==> src/gpm_pkg.sv <==
// Package for the gamepad serial poll master: shared types, codes and packet tables.
// It depends on nothing. The engine, the response register and the top level use it.
package gpm_pkg;

   // Default number of bytes in a poll packet.
   localparam int POLL_BYTES = 21;

   // Widths of the fixed fields.
   localparam int HALF_W  = 16;
   localparam int BYTE_W  = 8;
   localparam int INDEX_W = 5;
   localparam int LEN_W   = 6;

   // Configuration reset value: ticks per half clock period.
   localparam logic [HALF_W-1:0] HALF_PERIOD_RESET = 16'd400;

   // Request action codes.
   localparam logic [1:0] ACT_TICK = 2'd0;
   localparam logic [1:0] ACT_POLL = 2'd1;
   localparam logic [1:0] ACT_INIT = 2'd2;

   // Packet numbers within an init job.
   localparam logic [1:0] PKT_POLL  = 2'd0;
   localparam logic [1:0] PKT_ENTER = 2'd1;
   localparam logic [1:0] PKT_LOCK  = 2'd2;
   localparam logic [1:0] PKT_EXIT  = 2'd3;

   // Lengths of the configuration packets.
   localparam logic [LEN_W-1:0] ENTER_LEN = 6'd5;
   localparam logic [LEN_W-1:0] CFG_LEN   = 6'd9;

   // Command byte values.
   localparam logic [BYTE_W-1:0] BYTE_HEADER  = 8'h01;
   localparam logic [BYTE_W-1:0] BYTE_POLL    = 8'h42;
   localparam logic [BYTE_W-1:0] BYTE_CONFIG  = 8'h43;
   localparam logic [BYTE_W-1:0] BYTE_ANALOG  = 8'h44;
   localparam logic [BYTE_W-1:0] BYTE_LOCK    = 8'h03;
   localparam logic [BYTE_W-1:0] BYTE_PAD     = 8'h5A;
   localparam logic [BYTE_W-1:0] BYTE_ZERO    = 8'h00;

   // Job state of the engine.
   typedef enum logic [2:0] {
      MODE_IDLE = 3'b001,
      MODE_POLL = 3'b010,
      MODE_INIT = 3'b100
   } mode_type;

   // One response as it travels from the engine to the response register.
   typedef struct packed {
      logic               clock_pin;
      logic               command_pin;
      logic               attention_pin;
      logic               rx_valid;
      logic [BYTE_W-1:0]  rx_byte;
      logic [INDEX_W-1:0] rx_index;
      logic               packet_last;
      logic               sequence_done;
      logic               busy_res;
   } result_type;

   // Byte to send at a given position of a given packet.
   // The poll packet is a header, the poll command, then zeros to its end.
   function automatic logic [BYTE_W-1:0] pkt_byte(input logic [1:0] pkt,
                                                 input logic [INDEX_W-1:0] idx);
      logic [BYTE_W-1:0] value;
      value = BYTE_ZERO;
      unique case (pkt)
         PKT_POLL: begin
            if (idx == 5'd0) value = BYTE_HEADER;
            else if (idx == 5'd1) value = BYTE_POLL;
         end
         PKT_ENTER: begin
            if (idx == 5'd0) value = BYTE_HEADER;
            else if (idx == 5'd1) value = BYTE_CONFIG;
            else if (idx == 5'd3) value = BYTE_HEADER;
         end
         PKT_LOCK: begin
            if (idx == 5'd0) value = BYTE_HEADER;
            else if (idx == 5'd1) value = BYTE_ANALOG;
            else if (idx == 5'd3) value = BYTE_HEADER;
            else if (idx == 5'd4) value = BYTE_LOCK;
         end
         PKT_EXIT: begin
            if (idx == 5'd0) value = BYTE_HEADER;
            else if (idx == 5'd1) value = BYTE_CONFIG;
            else if (idx >= 5'd4 && idx <= 5'd8) value = BYTE_PAD;
         end
         default: value = BYTE_ZERO;
      endcase
      return value;
   endfunction

endpackage

==> src/gpm_engine.sv <==
// Serial timing engine: job state, bit and byte counters, shift registers and
// the half-period register. Depends on gpm_pkg for codes, tables and the result type.
module gpm_engine #(
   parameter int PollBytes = gpm_pkg::POLL_BYTES
) (
   input  logic                              clock,
   input  logic                              reset,
   input  logic                              step,
   input  logic [1:0]                        action,
   input  logic                              data_pin,
   input  logic                              csr_wr_en,
   input  logic [gpm_pkg::HALF_W-1:0]        csr_wr_data,
   output gpm_pkg::result_type               result
);

   localparam logic [gpm_pkg::LEN_W-1:0] POLL_LEN = gpm_pkg::LEN_W'(PollBytes);

   // State registers and their next values.
   gpm_pkg::mode_type                 mode_ff, mode_in;
   logic [1:0]                        pkt_ff, pkt_in;
   logic [gpm_pkg::INDEX_W-1:0]       byte_ff, byte_in;
   logic [2:0]                        bit_ff, bit_in;
   logic                              high_ff, high_in;
   logic                              gap_ff, gap_in;
   logic [gpm_pkg::HALF_W-1:0]        tick_ff, tick_in;
   logic [gpm_pkg::BYTE_W-1:0]        tx_ff, tx_in;
   logic [gpm_pkg::BYTE_W-1:0]        rx_ff, rx_in;
   logic [gpm_pkg::HALF_W-1:0]        half_ff;

   logic [gpm_pkg::HALF_W-1:0]        half_eff;
   logic [gpm_pkg::LEN_W-1:0]         pkt_len;
   logic [gpm_pkg::LEN_W-1:0]         byte_next_cnt;
   logic [gpm_pkg::INDEX_W-1:0]       byte_next;
   logic [gpm_pkg::BYTE_W-1:0]        rx_sampled;
   logic                              busy_next;
   logic                              in_pkt;
   logic                              rx_valid;
   logic [gpm_pkg::BYTE_W-1:0]        rx_byte;
   logic [gpm_pkg::INDEX_W-1:0]       rx_index;
   logic                              packet_last;
   logic                              done;

   // Length of the current packet; the poll packet length comes from the parameter.
   always_comb begin
      unique case (pkt_ff)
         gpm_pkg::PKT_POLL:  pkt_len = POLL_LEN;
         gpm_pkg::PKT_ENTER: pkt_len = gpm_pkg::ENTER_LEN;
         default:            pkt_len = gpm_pkg::CFG_LEN;
      endcase
   end

   // A zero half period counts as one tick.
   assign half_eff      = (half_ff == '0) ? gpm_pkg::HALF_W'(1) : half_ff;
   assign byte_next_cnt = {1'b0, byte_ff} + gpm_pkg::LEN_W'(1);
   assign byte_next     = byte_ff + gpm_pkg::INDEX_W'(1);
   assign rx_sampled    = rx_ff | (gpm_pkg::BYTE_W'(data_pin) << bit_ff);

   // Next state for one tick.
   always_comb begin
      mode_in     = mode_ff;
      pkt_in      = pkt_ff;
      byte_in     = byte_ff;
      bit_in      = bit_ff;
      high_in     = high_ff;
      gap_in      = gap_ff;
      tick_in     = tick_ff;
      tx_in       = tx_ff;
      rx_in       = rx_ff;
      rx_valid    = 1'b0;
      rx_byte     = '0;
      rx_index    = '0;
      packet_last = 1'b0;
      done        = 1'b0;

      unique case (mode_ff)
         gpm_pkg::MODE_POLL, gpm_pkg::MODE_INIT: begin
            if (tick_ff < half_eff) begin
               tick_in = tick_ff + gpm_pkg::HALF_W'(1);
            end else begin
               tick_in = gpm_pkg::HALF_W'(1);
               if (gap_ff) begin
                  // Gap over: start the next packet of the init job.
                  pkt_in  = pkt_ff + 2'd1;
                  byte_in = '0;
                  bit_in  = '0;
                  tx_in   = gpm_pkg::pkt_byte(pkt_ff + 2'd1, '0);
                  rx_in   = '0;
                  high_in = 1'b0;
                  gap_in  = 1'b0;
               end else if (!high_ff) begin
                  // Rising clock edge: sample the data line.
                  high_in = 1'b1;
                  rx_in   = rx_sampled;
                  if (bit_ff == 3'd7) begin
                     rx_valid    = 1'b1;
                     rx_byte     = rx_sampled;
                     rx_index    = byte_ff;
                     packet_last = (byte_next_cnt >= pkt_len);
                  end
               end else if (bit_ff != 3'd7) begin
                  // Falling clock edge inside a byte: next bit.
                  bit_in  = bit_ff + 3'd1;
                  high_in = 1'b0;
               end else if (byte_next_cnt < pkt_len) begin
                  // Falling clock edge after a byte: load the next byte.
                  byte_in = byte_next;
                  tx_in   = gpm_pkg::pkt_byte(pkt_ff, byte_next);
                  rx_in   = '0;
                  bit_in  = '0;
                  high_in = 1'b0;
               end else begin
                  // End of packet: finish the job or insert a gap.
                  high_in = 1'b1;
                  if (mode_ff == gpm_pkg::MODE_POLL || pkt_ff == gpm_pkg::PKT_EXIT) begin
                     mode_in = gpm_pkg::MODE_IDLE;
                     done    = 1'b1;
                  end else begin
                     gap_in = 1'b1;
                  end
               end
            end
         end
         default: begin
            // Idle: a start action launches a job with its first packet.
            if (action == gpm_pkg::ACT_POLL || action == gpm_pkg::ACT_INIT) begin
               mode_in = (action == gpm_pkg::ACT_POLL) ? gpm_pkg::MODE_POLL
                                                       : gpm_pkg::MODE_INIT;
               pkt_in  = gpm_pkg::PKT_POLL;
               byte_in = '0;
               bit_in  = '0;
               tx_in   = gpm_pkg::pkt_byte(gpm_pkg::PKT_POLL, '0);
               rx_in   = '0;
               high_in = 1'b0;
               gap_in  = 1'b0;
               tick_in = gpm_pkg::HALF_W'(1);
            end else begin
               mode_in = gpm_pkg::MODE_IDLE;
            end
         end
      endcase
   end

   // Pin levels after this tick.
   assign busy_next = (mode_in != gpm_pkg::MODE_IDLE);
   assign in_pkt    = busy_next && !gap_in;

   always_comb begin
      result.clock_pin     = in_pkt ? high_in : 1'b1;
      result.command_pin   = in_pkt ? tx_in[bit_in] : 1'b1;
      result.attention_pin = !in_pkt;
      result.rx_valid      = rx_valid;
      result.rx_byte       = rx_byte;
      result.rx_index      = rx_index;
      result.packet_last   = packet_last;
      result.sequence_done = done;
      result.busy_res      = busy_next;
   end

   // Half-period register.
   always_ff @(posedge clock) begin
      if (reset) begin
         half_ff <= gpm_pkg::HALF_PERIOD_RESET;
      end else if (csr_wr_en) begin
         half_ff <= csr_wr_data;
      end
   end

   // State update on each accepted request.
   always_ff @(posedge clock) begin
      if (reset) begin
         mode_ff <= gpm_pkg::MODE_IDLE;
         pkt_ff  <= '0;
         byte_ff <= '0;
         bit_ff  <= '0;
         high_ff <= 1'b1;
         gap_ff  <= 1'b0;
         tick_ff <= '0;
         tx_ff   <= '0;
         rx_ff   <= '0;
      end else if (step) begin
         mode_ff <= mode_in;
         pkt_ff  <= pkt_in;
         byte_ff <= byte_in;
         bit_ff  <= bit_in;
         high_ff <= high_in;
         gap_ff  <= gap_in;
         tick_ff <= tick_in;
         tx_ff   <= tx_in;
         rx_ff   <= rx_in;
      end
   end

   // A byte is completed only on the rising clock edge.
   assert property (@(posedge clock) disable iff (reset)
      result.rx_valid |-> result.clock_pin)
      else $error("byte completed while clock low");

   // The job ends with the block no longer busy.
   assert property (@(posedge clock) disable iff (reset)
      result.sequence_done |-> !result.busy_res)
      else $error("sequence done while still busy");

   // Gaps occur only between packets of an init job.
   assert property (@(posedge clock) disable iff (reset)
      gap_ff |-> (mode_ff == gpm_pkg::MODE_INIT && high_ff))
      else $error("gap outside an init job");

   // The byte position stays inside the current packet.
   assert property (@(posedge clock) disable iff (reset)
      (mode_ff != gpm_pkg::MODE_IDLE) |-> ({1'b0, byte_ff} < pkt_len))
      else $error("byte position beyond packet end");

endmodule

==> src/gpm_rsp_reg.sv <==
// Response register: holds one response until the receiver takes it.
// Depends on gpm_pkg for the result type.
module gpm_rsp_reg (
   input  logic                 clock,
   input  logic                 reset,
   input  logic                 load,
   input  gpm_pkg::result_type  result_in,
   output logic                 load_ready,
   output logic                 rsp_valid,
   input  logic                 rsp_ready,
   output gpm_pkg::result_type  result_out
);

   logic                 valid_ff;
   gpm_pkg::result_type  data_ff;

   // A new response may load when the register is empty or drains this cycle.
   assign load_ready = !valid_ff || rsp_ready;

   // Valid flag.
   always_ff @(posedge clock) begin
      if (reset) begin
         valid_ff <= 1'b0;
      end else if (load_ready) begin
         valid_ff <= load;
      end
   end

   // Payload needs no reset.
   always_ff @(posedge clock) begin
      if (load) begin
         data_ff <= result_in;
      end
   end

   assign rsp_valid  = valid_ff;
   assign result_out = data_ff;

endmodule

==> src/gamepad_serial_poll_master.sv <==
// Top level of the gamepad serial poll master; uses gpm_pkg, gpm_engine and gpm_rsp_reg.
// The response to a request is registered and is valid in the cycle after it is accepted.
// Throughput: one request per cycle while the response register can load; the engine
// steps on each accepted request, and a new request loads while the held one drains.
// Reset is synchronous and active high: the job goes idle and lines read high.
module gamepad_serial_poll_master #(
   parameter int PollBytes = gpm_pkg::POLL_BYTES
) (
   input  logic                               clock,
   input  logic                               reset,
   input  logic                               req_valid,
   output logic                               req_ready,
   input  logic [1:0]                         req_action,
   input  logic                               req_data_pin,
   output logic                               rsp_valid,
   input  logic                               rsp_ready,
   output logic                               rsp_clock_pin,
   output logic                               rsp_command_pin,
   output logic                               rsp_attention_pin,
   output logic                               rsp_rx_valid,
   output logic [gpm_pkg::BYTE_W-1:0]         rsp_rx_byte,
   output logic [gpm_pkg::INDEX_W-1:0]        rsp_rx_index,
   output logic                               rsp_packet_last,
   output logic                               rsp_sequence_done,
   output logic                               rsp_busy_res,
   input  logic                               csr_wr_en,
   input  logic [gpm_pkg::HALF_W-1:0]         csr_wr_data
);

   logic                 step;
   gpm_pkg::result_type  result_next;
   gpm_pkg::result_type  result_held;

   // A request is taken whenever the response register can load.
   assign step = req_valid && req_ready;

   gpm_engine #(
      .PollBytes (PollBytes)
   ) u_engine (
      .clock       (clock),
      .reset       (reset),
      .step        (step),
      .action      (req_action),
      .data_pin    (req_data_pin),
      .csr_wr_en   (csr_wr_en),
      .csr_wr_data (csr_wr_data),
      .result      (result_next)
   );

   gpm_rsp_reg u_rsp_reg (
      .clock      (clock),
      .reset      (reset),
      .load       (step),
      .result_in  (result_next),
      .load_ready (req_ready),
      .rsp_valid  (rsp_valid),
      .rsp_ready  (rsp_ready),
      .result_out (result_held)
   );

   // Response fields.
   assign rsp_clock_pin     = result_held.clock_pin;
   assign rsp_command_pin   = result_held.command_pin;
   assign rsp_attention_pin = result_held.attention_pin;
   assign rsp_rx_valid      = result_held.rx_valid;
   assign rsp_rx_byte       = result_held.rx_byte;
   assign rsp_rx_index      = result_held.rx_index;
   assign rsp_packet_last   = result_held.packet_last;
   assign rsp_sequence_done = result_held.sequence_done;
   assign rsp_busy_res      = result_held.busy_res;

endmodule

==> config.mk <==
export PLATFORM = sky130hd
export DESIGN_NAME = gamepad_serial_poll_master
export DESIGN_NICKNAME = d
export VERILOG_FILES = /design/src/gpm_pkg.sv /design/src/gpm_engine.sv /design/src/gpm_rsp_reg.sv /design/src/gamepad_serial_poll_master.sv
export SDC_FILE = /design/constraint.sdc
export NUM_CORES = 1
export LEC_CHECK = 0
export ABC_CLOCK_PERIOD_IN_PS = 6400
export BUFFER_PORTS_ARGS = -buffer_cell sky130_fd_sc_hd__buf_2
export CAP_MARGIN = 40
export CORE_UTILIZATION = 57
export DETAILED_ROUTE_END_ITERATION = 6
export GPL_TIMING_DRIVEN = 0
export MAX_ROUTING_LAYER = met4
export PLACE_DENSITY = 0.81
export SETUP_SLACK_MARGIN = 0.02
export SYNTH_ARGS = -nofsm -noshare
export SYNTH_HDL_FRONTEND = slang
export SYNTH_SLANG_ARGS = --single-unit
==> constraint.sdc <==
create_clock -name clock -period 6.4 [get_ports clock]
set_input_delay 1.28 -clock clock [delete_from_list [all_inputs] [get_ports clock]]
set_output_delay 1.28 -clock clock [all_outputs]
set_load 0.01 [all_outputs]
Word-level counts from Yosys, hierarchy flattened. Cells that the tools add are included.

$add $sub $neg: 5. Order comparisons: 6. Eq/ne operators: 23. Shift operators: 1. Multiplexer cells: 79. Bitwise logic cells: 4. Reductions and logical operators: 23.

Operators by type and width (count): 8-bit two-way mux (23); 16-bit two-way mux (4); 3-bit two-way mux (16); 5-bit two-way mux (7); 8-bit case mux with 4 select lines (1); 1-bit two-way mux (19); 16-bit by 1-bit adder with 16-bit output (second input constant) (1); 16-bit logical NOT (1); 16-bit < comparator (1); 7-bit two-way mux (2); 2-bit == test (second input constant) (5); 2-bit two-way mux (5); 5-bit case mux with 2 select lines (1); 3-bit by 1-bit inequality test with 1-bit output (second input constant) (3); 4-bit inequality test (second input constant) (2); 8-bit bitwise OR (1); 4-bit OR reduction (2); 1-bit by 3-bit << shifter with 8-bit output (1); 5-bit by 1-bit adder with 6-bit output (second input constant) (1); 2-bit by 1-bit == test with 1-bit output (second input constant) (3); 3-bit == test (second input constant) (2); 6-bit by 5-bit >= comparator with 1-bit output (1); 6-bit by 5-bit < comparator with 1-bit output (1); 6-bit AND reduction (1); 28 further kinds (37).

Register bits after elaboration: 84. Input bits: 24. Logic and storage cells: 161.

Depth between registers and ports, before layout.
Depth after elaboration: 15. Mapped depth: 15. Gate-level depth less buffers: 15.

By module. A second synthesis with hierarchy kept.

Cell total of the unflattened synthesis: 534. Area total of the unflattened synthesis: 4649.5 um2.

Modules (own cells, without submodules): gpm_engine (times used 1, cells an instance 509, area each 3996.3 um2); gpm_rsp_reg (times used 1, cells an instance 24, area each 646.9 um2); gamepad_serial_poll_master (times used 1, cells an instance 1, area each 6.3 um2).

Worst setup path after synthesis. OpenSTA, ideal clock, no wires.

Path kind: register -> register. From: reg u_engine.pkt_ff[0]. To: reg u_rsp_reg.data_ff (netlist bit u_rsp_reg.result_out[18]), data pin. Arrival: 3.215 ns. Path slack: 2.917 ns. Stages on the path, launching flop included: 15. Clock period less this slack: 3.483 ns. Cells stage by stage: dfxtp_1 > inv_1 > ha_1 > or2_2 > ha_1 > a21o_1 > a21o_1 > or2_0 > a21o_1 > and3_4 > o21a_1 > a211o_1 > a311oi_1 > o21bai_1 > a211oi_1.

Cells in the longest elaborated chain, start to end: 11.

Ends and longest elaborated chain: from (decl) (line gpm_engine.sv:20) `logic [1:0] pkt_ff, pkt_in;`; from (signal assigned) (line gpm_engine.sv:182) `pkt_ff <= pkt_in;`; 2-bit by 1-bit == test with 1-bit output (tied with other cells) (line gpm_pkg.sv:67, gpm_engine.sv:45); 5-bit case mux with 2 select lines or 1-bit logical OR (tied branches) (line gpm_engine.sv:45, gpm_engine.sv:114); 6-bit by 5-bit < comparator with 1-bit output (tied with other cells) (line gpm_engine.sv:104) `end else if (byte_next_cnt < pkt_len) begin`; 8-bit two-way mux (tied with other cells) (line gpm_engine.sv:104); 8-bit two-way mux (tied with other cells) (line gpm_engine.sv:100) `end else if (bit_ff != 3'd7) begin`; 8-bit two-way mux (tied with other cells) (line gpm_engine.sv:90) `end else if (!high_ff) begin`; 8-bit two-way mux (tied with other cells) (line gpm_engine.sv:81) `if (gap_ff) begin`; 8-bit two-way mux (tied with other cells) (line gpm_engine.sv:77) `if (tick_ff < half_eff) begin`; 8-bit two-way mux (tied with other cells) (line gpm_engine.sv:75) `unique case (mode_ff)`; 1-bit binary-select mux with 3-bit select (tied with other cells) (line gpm_engine.sv:149) `result.command_pin = in_pkt ? tx_in[bit_in] : 1'b1;`; 1-bit two-way mux (implied by the code) or 1-bit logical AND (tied branches) (line gpm_engine.sv:149, gpm_engine.sv:145); to (signal assigned) (line gpm_rsp_reg.sv:32) `data_ff <= result_in;`; to (decl) (line gpm_rsp_reg.sv:15) `gpm_pkg::result_type data_ff;`.

Several ways; a longest one is shown, not always the timed one. The select of a mux whose other input is x is not followed. A chain may end at the register's enable or synchronous reset.

Worst setup path after layout. Ends and elaborated chain as after synthesis.

==> run_results.csv <==
group,metric,value,unit
outcome,status,"complete, no violations",
route,post-route-drc-count,0,
logic_synthesis,synth-seq-area-share,0.406,
worst_hold_path,hp-class,"reg2reg",
timing,fin_crit,4.06,ns
floorplanning,core_area,0.00781,mm²
finish,fin_util,0.664,
pwr,power_density,205,mW/mm²
route,vias,4077,
finish,antenna_cells,0,
route,vias_per_cell,5.93,
worst_setup_path,critPathRequiredTime,6.50,ns
route,drt_iter0_drc,256,
timing,setup_viol,0,
worst_setup_path,cp_max_fo,7,
clock_network,cts_setup_buffers,0,
route,routedWlPerCell,15.2,µm
timing,final-max-slew-violation-count,0,
worst_setup_path,critPathKind,"reg2reg",
timing,maxClockFrequency,246,MHz
finish,drive_gt1_frac,0.145,
pwr,switching_share,0.287,
pwr,seqPwrFrac,0.537,
timing,timing.slew.headroom,0.493,
logic_synthesis,synth_edf_count,20,
timing,finClkSkew,0.0111,ns
logic_synthesis,synth_nets,581,
logic_synthesis,ys_seq_elements,84,
worst_setup_path,r2r_slack,2.34,ns
worst_setup_path,critPathLaunchType,"register",
worst_setup_path,timing.rr.start,"u_engine.pkt_ff[0]",
timing,worst_pin_slew,0.752,ns
global_routing,grt.total_usage,0.266,
logic_synthesis,yosysWarnings,0,
floorplanning,num_io_pins,46,
global_routing,first_global_vias,3733,
timing,hold_violations,0,
place,dpl.hpwl,7.73,mm
clock_network,cts_htree_levels,3,
clock_network,root_buffer,"clkbuf_8",
logic_synthesis,synth_ff_type,"dfxtp_1",
floorplanning,start_util,0.594,
finish,nets,636,
worst_setup_path,startpoint,"u_engine.pkt_ff[0]",
clock_network,clockBufferDepth,2,
logic_synthesis,syn_avg_cell_area,8.82,µm²
pwr,cellInternalPower,757,µW
clock_network,clk_latency,0.37,ns
clock_network,cts_tree,"done",
pwr,combPwrFrac,0.115,
route,drt-total-wl,10.5,mm
timing,rsz0062_at_grt,"false",
global_routing,grt_pass1_wl,17.4,mm
floorplanning,die_area,0.00850,mm²
logic_synthesis,netlist_instances,526,
logic_synthesis,netlist_area,0.00464,mm²
clock_network,clkTransAtPathRegs,0.09,ns
route,ant_nets,0,
logic_synthesis,yosysUniqueCellTypes,66,
clock_network,ctsHoldBuffers,0,
worst_hold_path,min-delay-start,"u_engine.tx_ff[3]",
timing,min_period_over_period,0.634,
run,max-cap-violations,0,
pwr,clkPwrFrac,0.348,
global_routing,grt_max_degree,19,
pwr,switchingPower,305,µW
finish,syn2layout_area_growth,11.7,%
place,place_congestion,0.903,
timing,setup-tns-final,0,ns
clock_network,cts_buffers,9,
global_routing,grt_overflow,0,
clock_network,postCtsResizedCells,0,
global_routing,antenna_found_initial,0,
floorplanning,die_h,92.2,µm
pwr,p_leak,0.00212,µW
route,dr.pass1.iters,7,
floorplanning,die_w,92.2,µm
clock_network,cts_num_sinks,84,
floorplanning,row_count,32,
worst_setup_path,crit_arrival,4.16,ns
place,port_buffers,43,
worst_setup_path,worstSetupEndpointType,"register",
pwr,vdd_drop_max,110,µV
logic_synthesis,synthArstFlopShare,0,
## kinds of logic after synthesis
| group | share of synthesized area |
|---|---|
| AND/OR/NAND/NOR | 0.226 |
| AO/OA/AOI/OAI | 0.165 |
| flip-flops | 0.406 |
| buffers and inverters | 0.0485 |
| adder cells (fa/ha/maj) | 0.0836 |
| XOR/XNOR | 0.0337 |
| multiplexers | 0.0375 |
## synth_stat cells, types with 6 or more instances
master	count	area share
nor2b_1	8	0.011
nor4_1	10	0.013
o21ai_0	11	0.012
mux2i_1	14	0.030
dfxtp_1	64	0.28
and2_1	6	0.0081
edfxtp_1	20	0.13
a21o_1	7	0.011
nor3_1	8	0.0086
a31oi_1	8	0.011
nand3_1	12	0.013
nand2_1	43	0.035
inv_1	33	0.027
nand4_1	13	0.018
nor2_1	82	0.066
a211oi_1	7	0.011
xnor2_1	7	0.013
clkbuf_1	15	0.012
a21oi_1	35	0.038
ha_1	31	0.084
xor2_1	9	0.017
## through the flow
| stage | instance area, µm² | hold slack (ns) | std cells | setup slack, ns | total power, µW |
|---|---|---|---|---|---|
| 6_report | 5180 | 0.473 | 688 | 2.34 | 1060 |
| 2_1_floorplan | 4640 | 0.427 | 526 | 2.92 | 663 |
| 3_5_place_dp | 4990 | 0.455 | 672 | 2.46 | 703 |
| 3_3_place_gp | 4980 | 0.442 | 671 | 2.57 | 697 |
| 4_1_cts | 5180 | 0.477 | 688 | 2.47 | 1060 |
| 5_1_grt | 5180 | 0.491 | 688 | 2.16 | 1100 |
## power by group through the flow
stage | combinational (µW) | sequential, µW | clock, µW
after global routing | 135 | 573 | 394
after global placement | 115 | 582 | 0
after CTS | 121 | 570 | 372
after floorplan | 77.5 | 585 | 0
final | 123 | 570 | 369
after detailed placement | 120 | 583 | 0
## critical path, stage by stage (launching register included)
cell,delay [ns]
dfxtp_1,0.40
inv_1,0.08
ha_1,0.28
or2_2,0.37
ha_1,0.34
a21o_1,0.19
a21o_1,0.18
nor2_1,0.34
nand3_1,0.34
a21oi_1,0.23
o21ai_1,0.13
a211o_1,0.33
a311oi_1,0.31
o21bai_1,0.16
a211oi_1,0.11
## metal layers
layer / track usage / vias up / wire (µm)
met1: 0.329 / 1930 / 4660
met3: 0.0506 / 14 / 582
li1: - / 1990 / -
met5: - / - / 0
met4: 0.0898 / 0 / 175
met2: 0.438 / 143 / 5040
## final timing paths
path                                    to  cells past startpoint
hold / removal           u_engine.tx_ff[3]                      1
setup reg to reg  u_rsp_reg.result_out[18]                     14
hold reg to reg          u_engine.tx_ff[3]                      1
setup / recovery  u_rsp_reg.result_out[18]                     14
## flip-flops by register name (all words and copies together) (netlist names)
name and cells:
u_engine.gap_ff 1, u_engine.high_ff 1, u_rsp_reg.result_out 20, u_engine.tx_ff 8
u_engine.tick_ff 16, u_engine.pkt_ff 2, u_engine.byte_ff 5, u_rsp_reg.rsp_valid 1
u_engine.bit_ff 3, u_engine.rx_ff 8, u_engine.half_ff 16, u_engine.mode_ff 3
## area by class of cell
class | instances | area (µm²)
plain buffers | 21 | 101
clock buffers | 9 | 124
clock inverters | 7 | 63.8
fillers | 654 | 2630
inverters | 33 | 124
multi-input cells | 388 | 2530
flip-flops and latches | 84 | 1880
well taps | 102 | 128
repair buffers | 44 | 226
## cell usage in the layout, fill, tap and decap left out, drive strengths merged, types with 3 or more instances in the layout
cell    instances
a211o           3
a211oi          7
a21o            7
a21oi          35
a22oi           3
a31oi           8
a32o            3
a32oi           4
and2            6
and3            7
buf            50
clkbuf         24
dfxtp          64
edfxtp         20
ha             31
inv            38
mux2            3
mux2i          14
nand2          43
nand2b          4
nand3          13
nand4          13
nor2           83
nor2b           8
nor3            8
nor4           12
o211ai          5
o21ai          14
o31a            4
or2             5
xnor2           7
xor2           10
No activity file was read; power rests on OpenSTA's default activity.
